==> src/rtl/core/assert_macros.svh <==
// Assertion macros shared by the ray caster RTL
`ifndef ASSERT_MACROS_SVH
`define ASSERT_MACROS_SVH

// same-cycle implication, checked out of reset
`define VGRC_ASSERT_IMP(label, ante, cons) \
    label: assert property (@(posedge clk) disable iff (!rst_n) (ante) |-> (cons)) \
        else $error("vgrc: same-cycle check failed");

// next-cycle implication, checked out of reset
`define VGRC_ASSERT_NEXT(label, ante, cons) \
    label: assert property (@(posedge clk) disable iff (!rst_n) (ante) |=> (cons)) \
        else $error("vgrc: next-cycle check failed");

`endif

==> src/rtl/core/vgrc_pkg.sv <==
// Widths, constants and shared types of the vertical gridline ray caster
package vgrc_pkg;

    localparam int MAP_SIDE  = 64;
    localparam int MAX_STEPS = 8;

    localparam int MAP_BITS = $clog2(MAP_SIDE);
    localparam int ADDR_W   = 2 * MAP_BITS;
    localparam int STEP_W   = $clog2(MAX_STEPS + 1);

    localparam int CELL_W     = 6;
    localparam int GRID_W     = 7;
    localparam int POS_W      = 20;
    localparam int DIR_W      = 2;
    localparam int TAN_W      = 23;
    localparam int COORD_W    = 22;
    localparam int DIST_W     = 25;
    localparam int CFG_IDX_W  = 1;
    localparam int CFG_DATA_W = 7;

    localparam int CELL_SHIFT = 14;
    localparam int CELL_Q8    = 1 << CELL_SHIFT;
    localparam int TAN_SHIFT  = 12;
    localparam int ROUND_BIAS = 1 << (TAN_SHIFT - 1);

    localparam int TRAVEL_BITS = (STEP_W + CELL_SHIFT > POS_W) ? STEP_W + CELL_SHIFT : POS_W;
    localparam int RX_W        = TRAVEL_BITS + 2;
    localparam int RY_W        = TAN_W + 3 + STEP_W;

    localparam int SPAN_BITS = (MAP_BITS + CELL_SHIFT > POS_W) ? MAP_BITS + CELL_SHIFT : POS_W;
    localparam int DX_W      = SPAN_BITS + 1;
    localparam int MUL_W     = (DX_W > TAN_W) ? DX_W : TAN_W;
    localparam int PROD_W    = 2 * MUL_W;

    localparam int SQ_W       = 2 * SPAN_BITS + 1;
    localparam int ROOT_W     = SPAN_BITS + 1;
    localparam int RAD_W      = 2 * ROOT_W;
    localparam int REM_W      = ROOT_W + 3;
    localparam int ROOT_CNT_W = $clog2(ROOT_W);

    localparam int NO_HIT_DIST = 25600000;
    localparam int COORD_MAX   = (1 << (COORD_W - 1)) - 1;
    localparam int COORD_MIN   = -(1 << (COORD_W - 1));

    localparam logic [GRID_W-1:0] GRID_RESET = GRID_W'(64);

    localparam logic MODE_WRITE = 1'b0;
    localparam logic MODE_CAST  = 1'b1;

    localparam logic [DIR_W-1:0] DIR_LEFT  = 2'd0;
    localparam logic [DIR_W-1:0] DIR_RIGHT = 2'd1;
    localparam logic [DIR_W-1:0] DIR_VERT  = 2'd2;
    localparam logic [DIR_W-1:0] DIR_SPARE = 2'd3;

    localparam logic [CFG_IDX_W-1:0] REG_GRID_WIDTH  = 1'd0;
    localparam logic [CFG_IDX_W-1:0] REG_GRID_HEIGHT = 1'd1;

    typedef struct packed {
        logic              en;
        logic [ADDR_W-1:0] addr;
        logic              data;
    } map_wr_t;

    typedef struct packed {
        logic busy;
        logic done;
    } sqrt_stat_t;

endpackage

==> src/rtl/core/vgrc_mul.sv <==
// Shared signed multiplier with registered product
module vgrc_mul (
    input  logic                               clk,
    input  logic signed [vgrc_pkg::MUL_W-1:0]  a,
    input  logic signed [vgrc_pkg::MUL_W-1:0]  b,
    output logic signed [vgrc_pkg::PROD_W-1:0] p
);
    import vgrc_pkg::*;

    logic signed [PROD_W-1:0] p_reg;

    always_ff @(posedge clk)
    begin
        p_reg <= a * b;
    end

    assign p = p_reg;

endmodule

==> config.mk <==
export PLATFORM = sky130hd
export DESIGN_NAME = vgrc_mul
export DESIGN_NICKNAME = d
export VERILOG_FILES = /design/src/rtl/core/assert_macros.svh /design/src/rtl/core/vgrc_pkg.sv /design/src/rtl/core/vgrc_mul.sv
export SDC_FILE = /design/constraint.sdc
export NUM_CORES = 2
export LEC_CHECK = 0
export ABC_CLOCK_PERIOD_IN_PS = 21400
export BUFFER_PORTS_ARGS = -buffer_cell sky130_fd_sc_hd__buf_2
export CAP_MARGIN = 20
export CELL_PAD_IN_SITES_DETAIL_PLACEMENT = 0
export CELL_PAD_IN_SITES_GLOBAL_PLACEMENT = 2
export CORE_MARGIN = 3
export CORE_UTILIZATION = 45
export CTS_BUF_LIST = sky130_fd_sc_hd__clkbuf_16
export CTS_CLUSTER_SIZE = 20
export DETAILED_ROUTE_END_ITERATION = 8
export PLACE_DENSITY = 0.95
export SETUP_SLACK_MARGIN = 0.4
export SYNTH_ARGS = -nofsm -noshare
export SYNTH_HDL_FRONTEND = slang
export SYNTH_SLANG_ARGS = --single-unit
==> constraint.sdc <==
create_clock -name clk -period 21.4 [get_ports clk]
set_input_delay 2.14 -clock clk [delete_from_list [all_inputs] [get_ports clk]]
set_output_delay 2.14 -clock clk [all_outputs]
set_load 0.02 [all_outputs]
== Word level (Yosys, flattened, before mapping) ==
Cells that the tools add are included.

* Bits in registers: 46
* Output and inout bits: 46
* Word-level logic and storage cells: 2
* Input bits: 47

* $mul: 1

{| class="wikitable"
|+ Operators with widths
! cell !! number
|-
| $mul A23 B23 Y46 || 1
|}

== Depth between registers and ports, before layout ==
* Depth after elaboration: 1
* Mapped depth: 27
* Gate-level depth less buffers: 25

== Least setup slack after synthesis ==
No wires, ideal clock.

* Path type: input to register
* Start point: input port a[22] (netlist name)
* End point: register p_reg[43] (netlist: p[43])
* Cell stages on the path: 20
* Buffers on the path: 2
* Setup time: 72 ps
* Arrival: 8444 ps
* Data required time: 21328 ps
* Slack: 12884 ps
* Path through: clkbuf_1 -> nand2_1 -> inv_1 -> fa_1 -> fa_1 -> inv_1 -> fa_1 -> inv_1 -> fa_1 -> fa_1 -> fa_1 -> fa_1 -> ha_1 -> clkdlybuf4s25_1 -> a21oi_1 -> or3b_2 -> o21ai_1 -> o21ai_1 -> o21ai_1 -> xnor2_1

* Longest elaborated chain between the ends: 1

{| class="wikitable"
|+ Ends and longest elaborated chain
! element !! RTL line !! RTL
|-
| start, declared || vgrc_mul.sv:4 || <nowiki>input logic signed [vgrc_pkg::MUL_W-1:0] a,</nowiki>
|-
| $mul A23 B23 Y46 || vgrc_mul.sv:14 || <nowiki>p_reg <= a * b;</nowiki>
|-
| end signal, assigned || vgrc_mul.sv:14 ||
|-
| end, declared || vgrc_mul.sv:10 || <nowiki>logic signed [PROD_W-1:0] p_reg;</nowiki>
|}

Every way passes these cells.

== Worst setup path in the final report ==
* Start point: input port b[2] (netlist name)
* End point: register p_reg[44] (netlist: p[44])

* Longest elaborated chain between the ends: 1

{| class="wikitable"
|+ Ends and longest elaborated chain
! element !! RTL line !! RTL
|-
| start, declared || vgrc_mul.sv:5 || <nowiki>input logic signed [vgrc_pkg::MUL_W-1:0] b,</nowiki>
|-
| $mul A23 B23 Y46 || vgrc_mul.sv:14 ||
|}

Every way passes these cells.

==> flow_summary.yaml <==
clock_tree:
  cts-htree-levels: 2
  clk_path_buf_depth: 2
  ctsResizeCount: 0
  numCtsBuffers: 5
  cts_hold_buf: 0
  clock-sinks: 46
  root_buffer: "clkbuf_16"
  cts_tree: "yes"
  clk_pin_slew_ns: 0.08
  cts_setup_buffers: 0
synthesis:
  synth_edf_count: 0
  synth.most_common_cell: "inv_1"
  ys_seq_elements: 46
  synthTopCellsByCount: "inv_1, fa_1, nand2_1"
  ys_warn_count: 0
  yosysSeqAreaShare_pct: 4.453
  syn_avg_cell_area_um2: 9.321
  synth_area_leaders: "fa_1, inv_1, ha_1"
  syn-num-nets: 2956
  syn_area_um2: 20680
  synth_flop_cell: "dfxtp_1"
  synth_top_area_cell: "fa_1"
  synth.distinct_cells: 55
  yosysTopAreaCellShare_pct: 54.69
  postSynth.asyncResetShare_pct: 0
  synth_cells: 2219
worst_setup_path:
  worstPathArrival_ns: 9.57
  critPathTopFamily: "adder cells"
  slowest_delay_ns: 0.82
  crit_type: "primary input to flip-flop"
  crit_required_ns: 21.66
  worstPathMaxFanout: 23
  critPathLaunchType: "primary input"
  crit_path_end_kind: "flip-flop"
  path_cells: "buf_2 > nand2_1 > inv_1 > fa_1 > fa_1 > inv_1 > fa_1 > inv_1 > fa_1 > fa_1 > fa_1 > fa_1 > ha_1 > a21o_1 > a21oi_1 > a21oi_1 > a21oi_1 > o41a_1 > o21ai_1 > a31oi_1 > xnor2_1"
  crit_buf_inv: 4
  cp_common_cell: "fa_1"
  slowest_stage: "fa_1"
  cp.depth: 21
cells_and_area:
  final-seq-area_um2: 920.9
  final_nets: 2960
  drive_gt1_share_pct: 5.036
  area_growth_syn_to_layout_pct: 4.924
  largest_reg_flops: 46
  utilization_pct: 48.44
  multi_input_area_um2: 17120
  fillers: 4215
floorplanning:
  core-area_um2: 44800
  rows: 77
  die_w_um: 220.4
  ioPinCount: 93
  chipHeight_um: 220.4
  die_area_um2: 48570
  start_util_pct: 46.17
place:
  globalplace.congestion: 0.8838
  port_buffers: 92
  dp_hpwl_mm: 42.40
status:
  status: "complete, no violations"
detailed_routing:
  drt-total-wl_mm: 52.04
  first_pass_iters: 5
  drt-vias-per-instance: 5.029
  wire_per_inst_um: 18.46
  detailedRoute.firstIterationViolations: 709
  ant_nets: 0
  drc_errors: 0
  vias: 14180
timing:
  max_freq_ghz: 0.1074
  hold_viol: 0
  setup_tns_ns: 0
  fin_crit_sh_pct: 43.52
  slew_violations: 0
  setup_viol: 0
  fin_crit_ns: 9.314
  relSlewSlack_pct: 32.24
  worstMarginPinSlew_ns: 1.013
  rsz0062_at_grt: "false"
worst_hold_path:
  hold_class: "primary input to flip-flop"
  whs_path_depth: 2
global_routing:
  grt_pass1_wl_mm: 86.88
  antenna_found_initial: 3
  gr-usage-all-layers_pct: 23.23
  grt_max_degree: 24
  grt_pass1_vias: 16120
  grt-ovfl-total: 0
flow_run:
  cap_violations: 0
==> per-stage QoR <==
| stage | instances | hold WS (ns) | instance area [µm²] | setup WS (ns) |
|---|---|---|---|---|
| global route | 2818 | 2.329 | 21700 | 11.72 |
| floorplan | 2219 | 2.267 | 20680 | 12.88 |
| detailed placement | 2808 | 2.556 | 21520 | 11.70 |
| global placement | 2808 | 2.558 | 21520 | 11.78 |
| CTS | 2816 | 2.311 | 21690 | 12.02 |
| finish | 2819 | 2.354 | 21700 | 12.09 |
==> metal layers <==
layer  up-vias  wire length [µm]  track usage [%]
met5         -                 0                0
met4         0              1385            6.246
met3        69              2256            3.062
met2       326             26160            39.91
met1      7492             22240            31.23
li1       6291                 -                -
==> layout make-up <==
| type | count | share of cell area (%) |
|---|---|---|
| sequential | 46 | 4.244 |
| clock buffer | 5 | 0.5766 |
| tap | 592 | 3.413 |
| inverter | 604 | 10.45 |
| antenna | 3 | 0.03459 |
| multi-input combinational | 1473 | 78.90 |
| timing repair buffer | 93 | 2.156 |
| clock inverter | 3 | 0.2249 |
==> path summary, 6_finish.rpt <==
path,to,slack (ns),start
max,p[44]$_DFF_P_,12.09,b[2]
min,p[0]$_DFF_P_,2.35,b[0]
==> cells by family (layout without fill, tap and decap cells) <==
logic type	after synthesis	count (layout)	share of synthesized area, %
flops	46	46	4.452
buf+inv	700	705	12.76
other cells	0	3	0
compound gates	128	128	3.926
xor+xnor	52	52	2.202
fa+ha+maj	690	690	62.25
simple gates	603	603	14.41
==> layout by cell type, fill, tap and decap left out, types with 3 or more instances in the layout <==
cell / netlist / layout
nand2b_1: 16 / 16
clkbuf_16: 0 / 5
xor2_1: 13 / 13
fa_1: 565 / 565
o21bai_1: 5 / 5
inv_1: 603 / 603
xnor2_1: 39 / 39
o211ai_1: 3 / 3
o21a_1: 3 / 3
a21o_1: 25 / 25
nor2b_1: 3 / 3
nor3_1: 5 / 5
o21ai_1: 4 / 4
a31oi_1: 6 / 6
buf_2: 0 / 92
a21oi_1: 44 / 44
nor2_1: 28 / 28
dfxtp_1: 46 / 46
nand4_1: 4 / 4
and2_1: 242 / 242
nand2_1: 288 / 288
o21ai_0: 18 / 18
nand3_1: 7 / 7
diode_2: 0 / 3
ha_1: 125 / 125
Power is left out: the tool's default activity adds up to more than one toggle a clock period on the data nets, which glitch-free logic cannot reach.
