--- src/rtl/core/assert_macros.svh ---
// Assertion macros shared by the ray caster RTL
`ifndef ASSERT_MACROS_SVH
`define ASSERT_MACROS_SVH

// same-cycle implication, checked out of reset
`define VGRC_ASSERT_IMP(label, ante, cons) \
    label: assert property (@(posedge clk) disable iff (!rst_n) (ante) |-> (cons)) \
        else $error("vgrc: same-cycle check failed");

// next-cycle implication, checked out of reset
`define VGRC_ASSERT_NEXT(label, ante, cons) \
    label: assert property (@(posedge clk) disable iff (!rst_n) (ante) |=> (cons)) \
        else $error("vgrc: next-cycle check failed");

`endif

--- src/rtl/core/vgrc_pkg.sv ---
// Widths, constants and shared types of the vertical gridline ray caster
package vgrc_pkg;

    localparam int MAP_SIDE  = 64;
    localparam int MAX_STEPS = 8;

    localparam int MAP_BITS = $clog2(MAP_SIDE);
    localparam int ADDR_W   = 2 * MAP_BITS;
    localparam int STEP_W   = $clog2(MAX_STEPS + 1);

    localparam int CELL_W     = 6;
    localparam int GRID_W     = 7;
    localparam int POS_W      = 20;
    localparam int DIR_W      = 2;
    localparam int TAN_W      = 23;
    localparam int COORD_W    = 22;
    localparam int DIST_W     = 25;
    localparam int CFG_IDX_W  = 1;
    localparam int CFG_DATA_W = 7;

    localparam int CELL_SHIFT = 14;
    localparam int CELL_Q8    = 1 << CELL_SHIFT;
    localparam int TAN_SHIFT  = 12;
    localparam int ROUND_BIAS = 1 << (TAN_SHIFT - 1);

    localparam int TRAVEL_BITS = (STEP_W + CELL_SHIFT > POS_W) ? STEP_W + CELL_SHIFT : POS_W;
    localparam int RX_W        = TRAVEL_BITS + 2;
    localparam int RY_W        = TAN_W + 3 + STEP_W;

    localparam int SPAN_BITS = (MAP_BITS + CELL_SHIFT > POS_W) ? MAP_BITS + CELL_SHIFT : POS_W;
    localparam int DX_W      = SPAN_BITS + 1;
    localparam int MUL_W     = (DX_W > TAN_W) ? DX_W : TAN_W;
    localparam int PROD_W    = 2 * MUL_W;

    localparam int SQ_W       = 2 * SPAN_BITS + 1;
    localparam int ROOT_W     = SPAN_BITS + 1;
    localparam int RAD_W      = 2 * ROOT_W;
    localparam int REM_W      = ROOT_W + 3;
    localparam int ROOT_CNT_W = $clog2(ROOT_W);

    localparam int NO_HIT_DIST = 25600000;
    localparam int COORD_MAX   = (1 << (COORD_W - 1)) - 1;
    localparam int COORD_MIN   = -(1 << (COORD_W - 1));

    localparam logic [GRID_W-1:0] GRID_RESET = GRID_W'(64);

    localparam logic MODE_WRITE = 1'b0;
    localparam logic MODE_CAST  = 1'b1;

    localparam logic [DIR_W-1:0] DIR_LEFT  = 2'd0;
    localparam logic [DIR_W-1:0] DIR_RIGHT = 2'd1;
    localparam logic [DIR_W-1:0] DIR_VERT  = 2'd2;
    localparam logic [DIR_W-1:0] DIR_SPARE = 2'd3;

    localparam logic [CFG_IDX_W-1:0] REG_GRID_WIDTH  = 1'd0;
    localparam logic [CFG_IDX_W-1:0] REG_GRID_HEIGHT = 1'd1;

    typedef struct packed {
        logic              en;
        logic [ADDR_W-1:0] addr;
        logic              data;
    } map_wr_t;

    typedef struct packed {
        logic busy;
        logic done;
    } sqrt_stat_t;

endpackage

--- src/rtl/core/vgrc_isqrt.sv ---
// Iterative integer square root, one result bit per cycle
module vgrc_isqrt (
    input  logic                          clk,
    input  logic                          rst_n,
    input  logic                          start,
    input  logic [vgrc_pkg::SQ_W-1:0]     radicand,
    output vgrc_pkg::sqrt_stat_t          stat,
    output logic [vgrc_pkg::ROOT_W-1:0]   root
);
    import vgrc_pkg::*;

    logic                  busy_reg;
    logic                  done_reg;
    logic [ROOT_CNT_W-1:0] cnt_reg;
    logic [RAD_W-1:0]      rad_reg;
    logic [REM_W-1:0]      rem_reg;
    logic [ROOT_W-1:0]     root_reg;

    logic [REM_W-1:0] rem_sh;
    logic [REM_W-1:0] trial;
    logic             take;

    assign rem_sh = {rem_reg[REM_W-3:0], rad_reg[RAD_W-1:RAD_W-2]};
    assign trial  = REM_W'({root_reg, 2'b01});
    assign take   = (rem_sh >= trial);

    always_ff @(posedge clk or negedge rst_n)
    begin
        if (!rst_n)
        begin
            busy_reg <= 1'b0;
            done_reg <= 1'b0;
            cnt_reg  <= '0;
        end
        else if (start)
        begin
            busy_reg <= 1'b1;
            done_reg <= 1'b0;
            cnt_reg  <= ROOT_CNT_W'(ROOT_W - 1);
        end
        else if (busy_reg)
        begin
            cnt_reg <= cnt_reg - ROOT_CNT_W'(1);
            if (cnt_reg == '0)
            begin
                busy_reg <= 1'b0;
                done_reg <= 1'b1;
            end
        end
        else
        begin
            done_reg <= 1'b0;
        end
    end

    always_ff @(posedge clk)
    begin
        if (start)
        begin
            rad_reg  <= RAD_W'(radicand);
            rem_reg  <= '0;
            root_reg <= '0;
        end
        else if (busy_reg)
        begin
            rad_reg  <= rad_reg << 2;
            rem_reg  <= take ? (rem_sh - trial) : rem_sh;
            root_reg <= {root_reg[ROOT_W-2:0], take};
        end
    end

    assign stat.busy = busy_reg;
    assign stat.done = done_reg;
    assign root      = root_reg;

endmodule

--- config.mk ---
export PLATFORM = sky130hd
export DESIGN_NAME = vgrc_isqrt
export DESIGN_NICKNAME = d
export VERILOG_FILES = /design/src/rtl/core/assert_macros.svh /design/src/rtl/core/vgrc_pkg.sv /design/src/rtl/core/vgrc_isqrt.sv
export SDC_FILE = /design/constraint.sdc
export NUM_CORES = 1
export LEC_CHECK = 0
export ABC_AREA = 1
export BUFFER_PORTS_ARGS = -buffer_cell sky130_fd_sc_hd__buf_2
export CAP_MARGIN = 20
export CORE_UTILIZATION = 34
export DETAILED_ROUTE_END_ITERATION = 6
export GPL_TIMING_DRIVEN = 0
export PLACE_DENSITY_LB_ADDON = 0.25
export SYNTH_ARGS = -nofsm -noshare
export SYNTH_HDL_FRONTEND = slang
export SYNTH_SLANG_ARGS = --single-unit
export TNS_END_PERCENT = 30
--- constraint.sdc ---
create_clock -name clk -period 3.2 [get_ports clk]
set_input_delay 0.16 -clock clk [delete_from_list [all_inputs] [get_ports clk]]
set_output_delay 0.16 -clock clk [all_outputs]
set_load 0.005 [all_outputs]
After elaboration in Yosys (flattened, before gate mapping)
Index checks and enable logic that the tools add are counted.
{"block": "word_totals", "reg_bits": 92, "latch_bits": 0, "ram_bits": 0, "mem_bits_ro": 0, "out_inout_bits": 23, "memories": 0}
{"block": "op_classes", "add_sub_neg": 2, "mul": 0, "div": 0, "order_cmp": 1, "eq_ne": 1, "shift": 0, "muxes": 11, "bitwise_logic": 0, "reduce_logical": 2}
{"operator": "2-to-1 mux 41 bit", "n": 2}
{"operator": ">= comparator 24 x 23 -> 1 bit", "n": 1}
{"operator": "2-to-1 mux 22 bit", "n": 1}
{"operator": "subtractor 22 bit", "n": 1}
{"operator": "2-to-1 mux 5 bit", "n": 2}
{"operator": "2-to-1 mux 1 bit", "n": 6}
{"operator": "logical NOT 5 bit", "n": 1}
{"operator": "subtractor 5 x 1 -> 5 bit (second input constant)", "n": 1}
{"operator": "inequality test 3 x 2 -> 1 bit (second input constant)", "n": 1}
{"operator": "nonzero test 2 bit", "n": 1}

Depth between registers and ports, before layout
Gate-level depths: netlist of the first run.
{"block": "logic_depth", "ltp_word": 4, "mapped_depth": 15, "depth_no_buf": 15}

Worst setup path before layout of the first run
No wires, ideal clock.
{"block": "synth_timing", "path_type": "input port to flip-flop", "startpoint": "input port start", "endpoint": "register rad_reg[0], enable pin", "arrival_ps": 2013, "t_required_ps": 2779, "path_slack_ps": 765, "cell_stages": 4, "path_buffers": 2, "path_cell_list": "clkbuf_1 > nor2_1 > inv_1 > buf_1"}
{"block": "synth_via", "elab_chain_cells": 1}
{"item": "start: declaration", "line_no": "vgrc_isqrt.sv:5", "source": "input logic start,"}
{"item": "nonzero test 2 bit (no line)"}
{"item": "end signal: assignment", "line_no": "vgrc_isqrt.sv:60", "source": "rad_reg <= RAD_W'(radicand);"}
{"item": "end signal: assignment", "line_no": "vgrc_isqrt.sv:66", "source": "rad_reg <= rad_reg << 2;"}
{"item": "end: declaration", "line_no": "vgrc_isqrt.sv:15", "source": "logic [RAD_W-1:0] rad_reg;"}
Every way passes these cells.
A chain may end at the register's enable or synchronous reset.

Worst setup path after layout of the first run
{"block": "layout_timing", "startpoint": "register root_reg[9] (netlist: root[9])", "endpoint": "register rem_reg[16]"}
{"block": "layout_via", "elab_chain_cells": 2, "elab_cells_between_ends": 3, "cone_classes": "add/sub: 1; order compare: 1; mux: 1"}
{"item": "start: declaration", "line_no": "vgrc_isqrt.sv:17", "source": "logic [ROOT_W-1:0] root_reg;"}
{"item": "start signal: assignment", "line_no": "vgrc_isqrt.sv:68", "source": "root_reg <= {root_reg[ROOT_W-2:0], take};"}
{"item": "subtractor 22 bit or >= comparator 24 x 23 -> 1 bit (tied branches)", "line_no": "vgrc_isqrt.sv:67, vgrc_isqrt.sv:25"}
{"item": "2-to-1 mux 22 bit *", "line_no": "vgrc_isqrt.sv:67", "source": "rem_reg <= take ? (rem_sh - trial) : rem_sh;"}
{"item": "end signal: assignment", "line_no": "vgrc_isqrt.sv:67"}
{"item": "end: declaration", "line_no": "vgrc_isqrt.sv:16", "source": "logic [REM_W-1:0] rem_reg;"}
Every way passes the cells marked *; elsewhere a longest branch is shown, timed or not.

==> reports/qor_table.md, run 1 <==
| Item | This run | Unit |
|:---|:---|:---|
| Most frequent cell after synthesis | nand2_1 | - |
| Number of gates resized after CTS | 0 | - |
| Root buffer cell | clkbuf_16 | - |
| Placed wire-length estimate | 10110 | um |
| Drt first pass iters | 5 | - |
| Proportion of synthesized area in mux cells | 0 | - |
| Switch share | 0.4444 | - |
| Switching component of the power | 0.002436 | W |
| Insertion delay of the later-clocked pin in the worst-skew pair | 0.35 | ns |
| Fraction of the cycle the final worst path needs | 0.7376 | - |
| Number of global-route vias before repair | 4557 | - |
| Highest achievable clock rate | 423.7 | MHz |
| Final critical path time including I/O delays and setup | 2.360 | ns |
| # rows | 45 | - |
| Slowest stage cell on the critical path | a21oi_1 | - |
| Synth Warn # | 0 | - |
| Fraction of synthesized cell area taken by the top area cell type | 0.2348 | - |
| Leading area contributor after synthesis | edfxtp_1 | - |
| Number of endpoints failing setup at the final stage | 0 | - |
| Sum of overflow across all layers after global routing | 0 | - |
| Cell breakdown of the critical path | inv_1 -> ha_1 -> a21oi_1 -> nand2_1 -> nand2_1 -> nand2_1 -> a21oi_1 -> nand4_1 -> nand3_1 -> nand2_1 | - |
| Post-synth top flop | dfxtp_1 | - |
| DRC | 0 | - |
| Synth Area in XOR/XNOR | 0.01671 | - |
| Number of antenna violations at the first check in global routing | 0 | - |
| Number of hold-slack violations in the final timing report | 0 | - |
| Share of synthesized flip-flops with an asynchronous set or reset | 0.07609 | - |
| Mean post-synth cell area | 7.162 | um2 |
| Overall die width | 126.2 | um |
| CP delay by family, top | compound AO/OA/AOI/OAI gates | - |
| Total cell area at the placement stage | 0.005824 | mm2 |
| Antenna violation net count after detailed routing | 0 | - |
| Vias per std cell | 4.644 | - |
| Synth Area in Compound Gates | 0.06372 | - |
| Portion of total power attributed to sequential cells | 0.286 | - |
| Kind of end point of the critical path | register | - |
| Count of cell types in the netlist | 28 | - |
| GRT Overall Usage | 0.1776 | - |
| Most frequent cell on the critical path | nand2_1 | - |
| Maximum root-to-sink buffer count | 2 | - |
| Maximum number of pins on one net before global-route repair | 43 | - |
| Measured slew at the worst slew-check pin | 0.6748 | ns |
| I/O pins | 67 | - |
| Initial standard-cell utilization of the core | 0.3461 | - |
| Flip-flop count of the largest register after layout | 42 | - |
| Setup repair after global routing missed its margin | no | - |
| Post-layout net count | 879 | - |
| Post-synthesis share of cell area spent on full adders, half adders and majority gates | 0.05967 | - |
| Startpoint kind of the worst setup timing path | register | - |
| Iteration-0 DRC Markers | 300 | - |
| Die area | 0.01592 | mm2 |
| TritonCTS Buffers | 9 | - |
| Run status | complete, no violations | - |
| Number of levels in the clock H-tree | 3 | - |
| Clk pin slew, worst setup/hold paths | 0.06 | ns |
| Post-synth top cells | nand2_1 (323), inv_1 (97), dfxtp_1 (44) | - |
| Multi-input logic area | 0.002479 | mm2 |
| Internal power | 0.003046 | W |
| CTS sink cnt | 92 | - |
| # port buffers | 65 | - |
| Required time reported for the critical path endpoint | 3.45 | ns |
| CP Data Arrival Time | 2.61 | ns |
| Number of filler instances in the final layout | 1618 | - |
| Die height | 126.2 | um |
| Sum of buffers and inverters on the critical path | 1 | - |
| Synthesized netlist cell count | 732 | - |
| Final weighted congestion in routability-driven placement | 0.9414 | - |
| Number of max-cap violations | 0 | - |
| Largest fanout on the critical path | 6 | - |
| Simple-Gate Fraction of Synth Area | 0.3327 | - |
| Number of flops mapped to enable cells by yosys | 41 | - |
| Via Count | 4658 | - |
| Fraction of layout instances using a drive strength above 1 | 0.1190 | - |
| Net count after synthesis | 801 | - |
| Combinational family with the most area after synthesis | simple AND/OR/NAND/NOR gates | - |
| Clock skew | 0.004420 | ns |
| Antenna Diode Count | 0 | - |
| Clock tree from TritonCTS | done | - |
| Storage cell area | 0.002287 | mm2 |
| Final routed wirelength across all metal layers | 13280 | um |
| Register area share after synthesis | 0.4363 | - |
| Area of the mapped netlist | 0.005243 | mm2 |
| Synth-to-Final Area Change | 16.47 | % |
| Setup TNS Final | 0 | ns |
| Synth Register Bits | 92 | - |
| Normalized max-slew margin | 0.5501 | - |
| Post-route core utilization | 0.4031 | - |
| Leakage dissipation | 3.145 | nW |
| Critical path class | reg2reg | - |
| Routed wire length per instance | 13.24 | um |
| Post-Layout Inst Area | 0.006106 | mm2 |
| Clock power share | 0.181 | - |
| IR Drop Worst-Case VDD | 0.2947 | mV |
| Leading cell types by total area after synthesis | edfxtp_1 (23%), nand2_1 (23%), dfxtp_1 (17%) | - |
| Pwr Density | 897.8 | mW/mm2 |
| Relative contribution of combinational cells to total power | 0.533 | - |
| Number of pins exceeding their max-slew limit in the final report | 0 | - |
| Path type of the worst min-delay path | in2reg | - |
| Global-route wire length before repair | 21990 | um |
| Core outline area | 0.01515 | mm2 |
| Stage delay of the slowest cell on the critical path | 0.54 | ns |
| Overall Power | 0.005482 | W |
tightest hold or removal path: cells and delay by family:
family | cells | cell delay, ns
simple gates | 1 | 0.04
buf+inv | 2 | 0.12
metrics by stage:
step	hold WS [ns]	cells	setup slack (ns)
finish	0.07049	1003	0.8398
floorplan	-0.1356	732	0.7651
detailed placement	0.003705	986	0.8956
global route	0.06928	1003	0.6535
CTS	0.06504	1003	0.8911
global placement	0.004209	985	-0.4135
cells by family after synthesis:
family,count (synthesis)
xor+xnor,10
flops,92
buf+inv,119
simple gates,426
fa+ha+maj,25
compound gates,60
cells in the final DEF (no fill, tap or decap), types with 7 or more instances in the layout:
| cell type | instances |
|---|---|
| dfxtp_1 | 44 |
| nor2_1 | 39 |
| edfxtp_1 | 41 |
| buf_2 | 66 |
| xnor2_1 | 7 |
| nand2_2 | 8 |
| dfrtp_1 | 7 |
| a21oi_1 | 18 |
| nand3_1 | 33 |
| nand4_1 | 8 |
| clkbuf_16 | 9 |
| o21ai_1 | 8 |
| inv_1 | 97 |
| o21ai_0 | 10 |
| clkbuf_1 | 15 |
| nand2_1 | 323 |
| ha_1 | 25 |
| o22ai_1 | 21 |
power by group through the flow:
stage / Clock [W] / Sequential, W / Combinational (W)
after floorplan: 0 / 0.00155 / 0.00224
after detailed placement: 0 / 0.00159 / 0.00289
after global routing: 0.00107 / 0.00159 / 0.00332
after CTS: 0.00102 / 0.00157 / 0.00290
final: 0.000993 / 0.00157 / 0.00292
after global placement: 0 / 0.00159 / 0.00290
metal layers:
metal,vias up,GRT usage,share of wire
li1,2469,-,-
met4,0,0.06308,0.014
met2,121,0.3022,0.48
met1,2056,0.2216,0.45
met5,-,0,0
met3,12,0.03781,0.057
layout make-up:
type	instances	area share
Inverter	97	0.05963
Multi-Input combinational cell	521	0.4059
Clock buffer	12	0.04037
Tap cell	188	0.03852
Buffer	22	0.01865
Clock inverter	4	0.004098
Timing Repair Buffer	67	0.05820
Sequential cell	92	0.3746
path summary, 6_finish.rpt:
path                                   from     endpoint  slack [ns]  depth (start not counted)
min in group asynchronous             rst_n   cnt_reg[0]        0.17                          2
worst max register to register      root[9]  rem_reg[16]        0.84                         10
max in group asynchronous             rst_n     busy_reg        2.87                          2
worst min register to register  rad_reg[39]  rad_reg[41]        0.45                          2
worst min-delay path            radicand[0]   rad_reg[0]        0.07                          3
worst max-delay path                root[9]  rem_reg[16]        0.84                         10
repair_timing:
item	CTS	global route
hold buffers	1	0
buffers inserted	0	0
hold endpoints to repair	7	0
(Power assumes the default switching activity.)
==> run 2, diff against run 1 <==
==> constraint.sdc (replaced) <==
create_clock -name clk -period 2.45 [get_ports clk]
set_input_delay 0.1225 -clock clk [delete_from_list [all_inputs] [get_ports clk]]
set_output_delay 0.1225 -clock clk [all_outputs]
set_load 0.005 [all_outputs]
==> run 2 against run 1 <==
Wire length is 0.58% higher. Cell count stayed put. Clock skew hardly changed. Combinational power is 32% higher. Hold slack worse by 0.037 ns. Fmax is 4.7% higher. Sequential share of layout area is 0.11 points lower. Register-to-register slack worse by 0.64 ns. Setup slack worse by 0.64 ns. Critical path depth is 2 higher. Critical path type unchanged. Critical endpoint unchanged. Largest power group unchanged.
==> reports/qor_table.md, run 2 (synthesis results as in run 1) <==
| Item | This run | Unit | Delta |
|:---|:---|:---|:---|
| Fraction of the cycle the final worst path needs | 0.9198 | - | +0.1823 |
| Post-layout net count | 879 | - | unchanged |
| Number of hold-slack violations in the final timing report | 0 | - | unchanged |
| Sum of overflow across all layers after global routing | 0 | - | unchanged |
| Number of antenna violations at the first check in global routing | 0 | - | unchanged |
| Placed wire-length estimate | 10110 | um | unchanged |
| Initial standard-cell utilization of the core | 0.3461 | - | unchanged |
| Top library cells by usage in the layout, fill and taps aside | nand2_1 (323), inv_1 (97), buf_2 (66) | - |  |
| Number of pins exceeding their max-slew limit in the final report | 0 | - | unchanged |
| CTS sink cnt | 92 | - | unchanged |
| Number of max-cap violations | 0 | - | unchanged |
| Overall die width | 126.2 | um | unchanged |
| Final routed wirelength across all metal layers | 13350 | um | +0.58% |
| Cell breakdown of the critical path | inv_1 -> ha_1 -> nand2_2 -> nor2_4 -> nand2_2 -> nor2_1 -> nand2_4 -> nand4_4 -> buf_6 -> nand2_1 -> nand3_1 -> nand2_1 | - |  |
| Count of buffers added by post-CTS timing repair for setup | 0 | - | unchanged |
| Root buffer cell | clkbuf_16 | - |  |
| Maximum number of pins on one net before global-route repair | 43 | - | unchanged |
| Via Count | 4731 | - | +1.6% |
| Setup TNS Final | 0 | ns | unchanged |
| Overall Power | 0.007201 | W | +31% |
| CP delay by family, top | simple AND/OR/NAND/NOR gates | - |  |
| Die height | 126.2 | um | unchanged |
| Leakage dissipation | 3.152 | nW | +0.20% |
| Kind of end point of the critical path | register | - |  |
| Antenna Diode Count | 0 | - | unchanged |
| Die area | 0.01592 | mm2 | unchanged |
| Most congested layer reported by global routing | met2 | - |  |
| # port buffers | 65 | - | unchanged |
| TritonCTS Buffers | 9 | - | unchanged |
| Insertion delay of the later-clocked pin in the worst-skew pair | 0.35 | ns | about the same |
| Startpoint kind of the worst setup timing path | register | - |  |
| Clk pin slew, worst setup/hold paths | 0.06 | ns | about the same |
| Antenna violation net count after detailed routing | 0 | - | unchanged |
| Setup repair after global routing missed its margin | no | - |  |
| Number of filler instances in the final layout | 1621 | - | +0.19% |
| GRT Overall Usage | 0.1776 | - | unchanged |
| Fraction of layout instances using a drive strength above 1 | 0.1239 | - | +0.004908 |
| Vias per std cell | 4.717 | - | +1.6% |
| Number of global-route vias before repair | 4557 | - | unchanged |
| Clock tree from TritonCTS | done | - |  |
| Normalized max-slew margin | 0.5405 | - | -0.009558 |
| Global Route met1 Usage | 0.2216 | - | unchanged |
| Routed wire length per instance | 13.31 | um | +0.58% |
| Drt first pass iters | 5 | - | unchanged |
| Most common cell after layout, fill and taps aside | nand2_1 | - |  |
| Highest achievable clock rate | 443.7 | MHz | +4.7% |
| Sum of buffers and inverters on the critical path | 2 | - | +1 |
| Final critical path time including I/O delays and setup | 2.254 | ns | -0.1066 ns |
| # rows | 45 | - | unchanged |
| Core outline area | 0.01515 | mm2 | unchanged |
| IR Drop Worst-Case VDD | 0.3851 | mV | +31% |
| Slowest stage cell on the critical path | ha_1 | - |  |
| Final weighted congestion in routability-driven placement | 0.9414 | - | unchanged |
| Iteration-0 DRC Markers | 263 | - | -12% |
| Number of endpoints failing setup at the final stage | 0 | - | unchanged |
| Pwr Density | 1176 | mW/mm2 | +31% |
| Required time reported for the critical path endpoint | 2.70 | ns | -0.75 ns |
| Stage delay of the slowest cell on the critical path | 0.39 | ns | -0.15 ns |
| DRC | 0 | - | unchanged |
| Global-route wire length before repair | 21990 | um | unchanged |
| Run status | complete, no violations | - |  |
| Measured slew at the worst slew-check pin | 0.6892 | ns | +0.01434 ns |
| Global Route met2 Usage | 0.3022 | - | unchanged |
| Post-Layout Inst Area | 0.006123 | mm2 | +0.29% |
| Critical path class | reg2reg | - |  |
| Path type of the worst min-delay path | in2reg | - |  |
| Number of levels in the clock H-tree | 3 | - | unchanged |
| CP Data Arrival Time | 2.50 | ns | -0.11 ns |
| GR Layer Usage met3 | 0.03781 | - | unchanged |
| Total cell area at the placement stage | 0.005824 | mm2 | unchanged |
| Post-route core utilization | 0.4043 | - | +0.001157 |
| I/O pins | 67 | - | unchanged |
| Synth-to-Final Area Change | 16.80 | % |  |
| Largest fanout on the critical path | 10 | - | +4 |
| Maximum root-to-sink buffer count | 2 | - | unchanged |
| Clock skew | 0.003971 | ns | -0.0004498 ns |
| Flip-flop count of the largest register after layout | 42 | - | unchanged |
-- run 2: cell count changes in the layout (fill, tap and decap cells not counted) --
cell     before  now
nor2_2        1    2
nand2_2       8    7
a21oi_1      18   16
nand2_4       0    1
nor2_1       39   38
a21oi_2       0    2
ha_2          0    1
ha_1         25   24
-- run 2: routing by layer --
layer,vias up,wire (um)
met5,-,0
met4,0,214
met3,16,614
met2,114,6378
met1,2128,6145
li1,2473,-
-- run 2: final cells by class --
| class | instances | area [um2] | share of cell area |
|---|---|---|---|
| Sequential cell | 92 | 2287 | 0.3735 |
| Clock buffer | 12 | 246.5 | 0.04025 |
| Tap cell | 188 | 235.2 | 0.03841 |
| Timing Repair Buffer | 67 | 355.3 | 0.05803 |
| Inverter | 97 | 364.1 | 0.05946 |
| Multi-Input combinational cell | 521 | 2496 | 0.4076 |
| Clock inverter | 4 | 25.02 | 0.004087 |
| Buffer | 22 | 113.9 | 0.01859 |
-- run 2: through the flow --
step                      hold WS [ns]  setup WS, ns  cells
after floorplan                -0.1731       0.05256    732
after global placement        -0.03329        -1.126    985
after detailed placement      -0.03379        0.1456    986
after CTS                      0.02753        0.1411   1003
after global routing           0.03178      0.008878   1003
final                          0.03376        0.1964   1003
-- run 2: worst reg2reg max path: cells and delay by family, from the launching register on --
family | cells | cell delay, ns
adder cells (fa/ha/maj) | 1 | 0.39
flip-flops | 1 | 0.33
AND/OR/NAND/NOR | 9 | 1.16
buffers and inverters | 2 | 0.28
-- run 2: path summary, 6_finish.rpt --
check	from	depth (start not counted)	endpoint	slack (ns)
setup / recovery	root[9]	12	rem_reg[16]	0.20
hold / removal	radicand[0]	3	rad_reg[0]	0.03
setup reg to reg	root[9]	12	rem_reg[16]	0.20
hold reg to reg	rad_reg[39]	2	rad_reg[41]	0.45
max in group asynchronous	rst_n	2	busy_reg	2.16
min in group asynchronous	rst_n	2	cnt_reg[0]	0.13
-- run 2: what timing repair did --
action / CTS / global route
resized for setup: 0 / 5
endpoints found under the setup margin: 0 / 10
endpoints found under the hold margin: 7 / 0
hold buffers: 1 / 0
-- run 2: power breakdown --
part	switching, W	total, W	internal (W)
clock	0.000588	0.00130	0.000713
combinational	0.00245	0.00385	0.00140
sequential	0.000169	0.00205	0.00188
total	0.00321	0.00720	0.00399
==> run 3, diff against run 2 <==
--- a/config.mk
+++ b/config.mk
@@ -9,6 +9,7 @@
 export BUFFER_PORTS_ARGS = -buffer_cell sky130_fd_sc_hd__buf_2
 export CAP_MARGIN = 20
 export CORE_UTILIZATION = 34
+export CTS_BUF_LIST = sky130_fd_sc_hd__clkbuf_16
 export DETAILED_ROUTE_END_ITERATION = 6
 export GPL_TIMING_DRIVEN = 0
 export PLACE_DENSITY_LB_ADDON = 0.25
==> run 3 against run 2 <==
First-iteration DRC count decreased by 0.76%. Sequential power about the same. Sequential share of layout area increased by 0.061 points. Wire length decreased by 0.62%. Clock power decreased by 3%. Total power decreased by 0.74%. Clock-buffer cell count decreased by 3. Setup slack improved by 0.011 ns. Utilization decreased by 0.066 points. Via count decreased by 0.91%. Critical path depth unchanged. Die area unchanged.
==> reports/qor_table.md, run 3 (synthesis results as in run 1) <==
| Item | This run | Unit | Delta |
|:---|:---|:---|:---|
| Vias per std cell | 4.674 | - | -0.91% |
| Clock skew | 0.004518 | ns | +0.0005468 ns |
| Run status | complete, no violations | - |  |
| Root buffer cell | clkbuf_16 | - |  |
| CTS sink cnt | 92 | - | unchanged |
| # port buffers | 65 | - | unchanged |
| Post-layout net count | 879 | - | unchanged |
| IR Drop Worst-Case VDD | 0.3606 | mV | -6.4% |
| # rows | 45 | - | unchanged |
| Die height | 126.2 | um | unchanged |
| Maximum number of pins on one net before global-route repair | 43 | - | unchanged |
| Measured slew at the worst slew-check pin | 0.6916 | ns | +0.002385 ns |
| Synth-to-Final Area Change | 16.61 | % |  |
| Number of endpoints failing setup at the final stage | 0 | - | unchanged |
| Overall die width | 126.2 | um | unchanged |
| I/O pins | 67 | - | unchanged |
| Number of filler instances in the final layout | 1622 | - | +0.062% |
| Setup repair after global routing missed its margin | no | - |  |
| Number of hold-slack violations in the final timing report | 0 | - | unchanged |
| Number of antenna violations at the first check in global routing | 0 | - | unchanged |
| Routed wire length per instance | 13.23 | um | -0.62% |
| Fraction of layout instances using a drive strength above 1 | 0.1227 | - | -0.001227 |
| CP Data Arrival Time | 2.49 | ns | about the same |
| Initial standard-cell utilization of the core | 0.3461 | - | unchanged |
| TritonCTS Buffers | 9 | - | unchanged |
| Clock tree from TritonCTS | done | - |  |
| Placed wire-length estimate | 10110 | um | unchanged |
| Leakage dissipation | 3.154 | nW | about the same |
| Final critical path time including I/O delays and setup | 2.243 | ns | -0.01067 ns |
| Sum of overflow across all layers after global routing | 0 | - | unchanged |
| Number of pins exceeding their max-slew limit in the final report | 0 | - | unchanged |
| Largest fanout on the critical path | 10 | - | unchanged |
| Flip-flop count of the largest register after layout | 42 | - | unchanged |
| Maximum root-to-sink buffer count | 2 | - | unchanged |
| Pwr Density | 1169 | mW/mm2 | -0.58% |
| Highest achievable clock rate | 445.8 | MHz | +0.48% |
| Kind of end point of the critical path | register | - |  |
| Die area | 0.01592 | mm2 | unchanged |
| Core outline area | 0.01515 | mm2 | unchanged |
| Final standard cell count with taps included and fillers excluded | 1003 | - | unchanged |
| Normalized max-slew margin | 0.5390 | - | -0.001590 |
| Final weighted congestion in routability-driven placement | 0.9414 | - | unchanged |
| Top library cells by usage in the layout, fill and taps aside | nand2_1 (323), inv_1 (99), buf_2 (66) | - |  |
| Post-Layout Inst Area | 0.006113 | mm2 | -0.16% |
| Clk pin slew, worst setup/hold paths | 0.06 | ns | about the same |
| Global-route wire length before repair | 21980 | um | about the same |
| GRT Overall Usage | 0.1776 | - | unchanged |
| Number of global-route vias before repair | 4559 | - | +0.044% |
| Via Count | 4688 | - | -0.91% |
| Most common cell after layout, fill and taps aside | nand2_1 | - |  |
| Path type of the worst min-delay path | in2reg | - |  |
| Number of max-cap violations | 0 | - | unchanged |
| Overall Power | 0.007147 | W | -0.74% |
| Drt first pass iters | 6 | - | +1 |
| Insertion delay of the later-clocked pin in the worst-skew pair | 0.35 | ns | about the same |
| Antenna violation net count after detailed routing | 0 | - | unchanged |
| Worst hold margin | 0.03715 | ns | +0.003394 ns |
| Antenna Diode Count | 0 | - | unchanged |
| Iteration-0 DRC Markers | 261 | - | -0.76% |
| Final routed wirelength across all metal layers | 13270 | um | -0.62% |
| Startpoint kind of the worst setup timing path | register | - |  |
| Count of placed standard cells including taps | 986 | - | unchanged |
| DRC | 0 | - | unchanged |
| Required time reported for the critical path endpoint | 2.69 | ns | about the same |
| Number of levels in the clock H-tree | 3 | - | unchanged |
| Critical path class | reg2reg | - |  |
| Total cell area at the placement stage | 0.005824 | mm2 | unchanged |
| Fraction of the cycle the final worst path needs | 0.9155 | - | -0.004353 |
-- run 3: cell types whose count changed in the layout (fill, tap and decap cells not counted), sizes merged --
cell	before	now
clkbuf	25	22
inv	97	99
clkinv	3	4
-- run 3: repair_timing --
| item | 4_1_cts | 5_1_grt |
|---|---|---|
| gates resized for setup | 0 | 5 |
| hold buffers | 1 | 0 |
| setup buffers | 0 | 0 |
| endpoints found under the setup margin | 0 | 10 |
| endpoints found under the hold margin | 7 | 0 |
-- run 3: routing by layer --
layer	wire, um	up-vias	GRT usage
met5	0	-	0
met4	161	0	0.06308
met3	563	10	0.03781
met2	6397	107	0.3029
met1	6148	2101	0.2211
li1	-	2470	-
-- run 3: where the power goes --
part / switching (W) / leakage, nW / internal, W
Combinational: 0.00244 / 2.13 / 0.00140
Sequential: 0.000172 / 0.895 / 0.00188
Clock: 0.000583 / 0.133 / 0.000673
Total: 0.00320 / 3.15 / 0.00395
-- run 3: path summary, 6_finish.rpt --
kind | slack [ns] | cells after the start | startpoint | to
worst max-delay path | 0.21 | 12 | root[9] | rem_reg[13]
worst min-delay path | 0.04 | 3 | radicand[0] | rad_reg[0]
worst max register to register | 0.21 | 12 | root[9] | rem_reg[13]
worst min register to register | 0.45 | 2 | rad_reg[39] | rad_reg[41]
max in group asynchronous | 2.16 | 2 | rst_n | cnt_reg[3]
min in group asynchronous | 0.13 | 2 | rst_n | cnt_reg[0]
-- run 3: layout make-up --
cell class / instances / area, um2 / area share
Clock buffer: 9 / 225.2 / 0.03684
Tap cell: 188 / 235.2 / 0.03848
Multi-Input combinational cell: 521 / 2496 / 0.4083
Timing Repair Buffer: 67 / 355.3 / 0.05813
Inverter: 97 / 364.1 / 0.05956
Clock inverter: 7 / 36.28 / 0.005935
Sequential cell: 92 / 2287 / 0.3741
Buffer: 22 / 113.9 / 0.01862
-- run 3: worst max-delay path: stages (launching register included) --
cell and delay [ns]:
dfxtp_1 0.33, inv_1 0.09, ha_1 0.39, nand2_2 0.13, nor2_4 0.16, nand2_2 0.08, nor2_1 0.19, nand2_4 0.14
nand4_4 0.19, buf_6 0.18, nand3_1 0.11, nand3_1 0.09, nand2_1 0.06
-- run 3: stage by stage --
| stage | worst slack [ns] | util | TNS [ns] |
|---|---|---|---|
| finish | 0.2070 | 0.4036 | 0 |
| global route | 0.008878 | 0.4036 | 0 |
| CTS | 0.1411 | 0.4025 | 0 |
| detailed placement | 0.1456 | 0.3846 | 0 |
| global placement | -1.126 | 0.3831 | -55.54 |
| floorplan | 0.05256 | - | 0 |
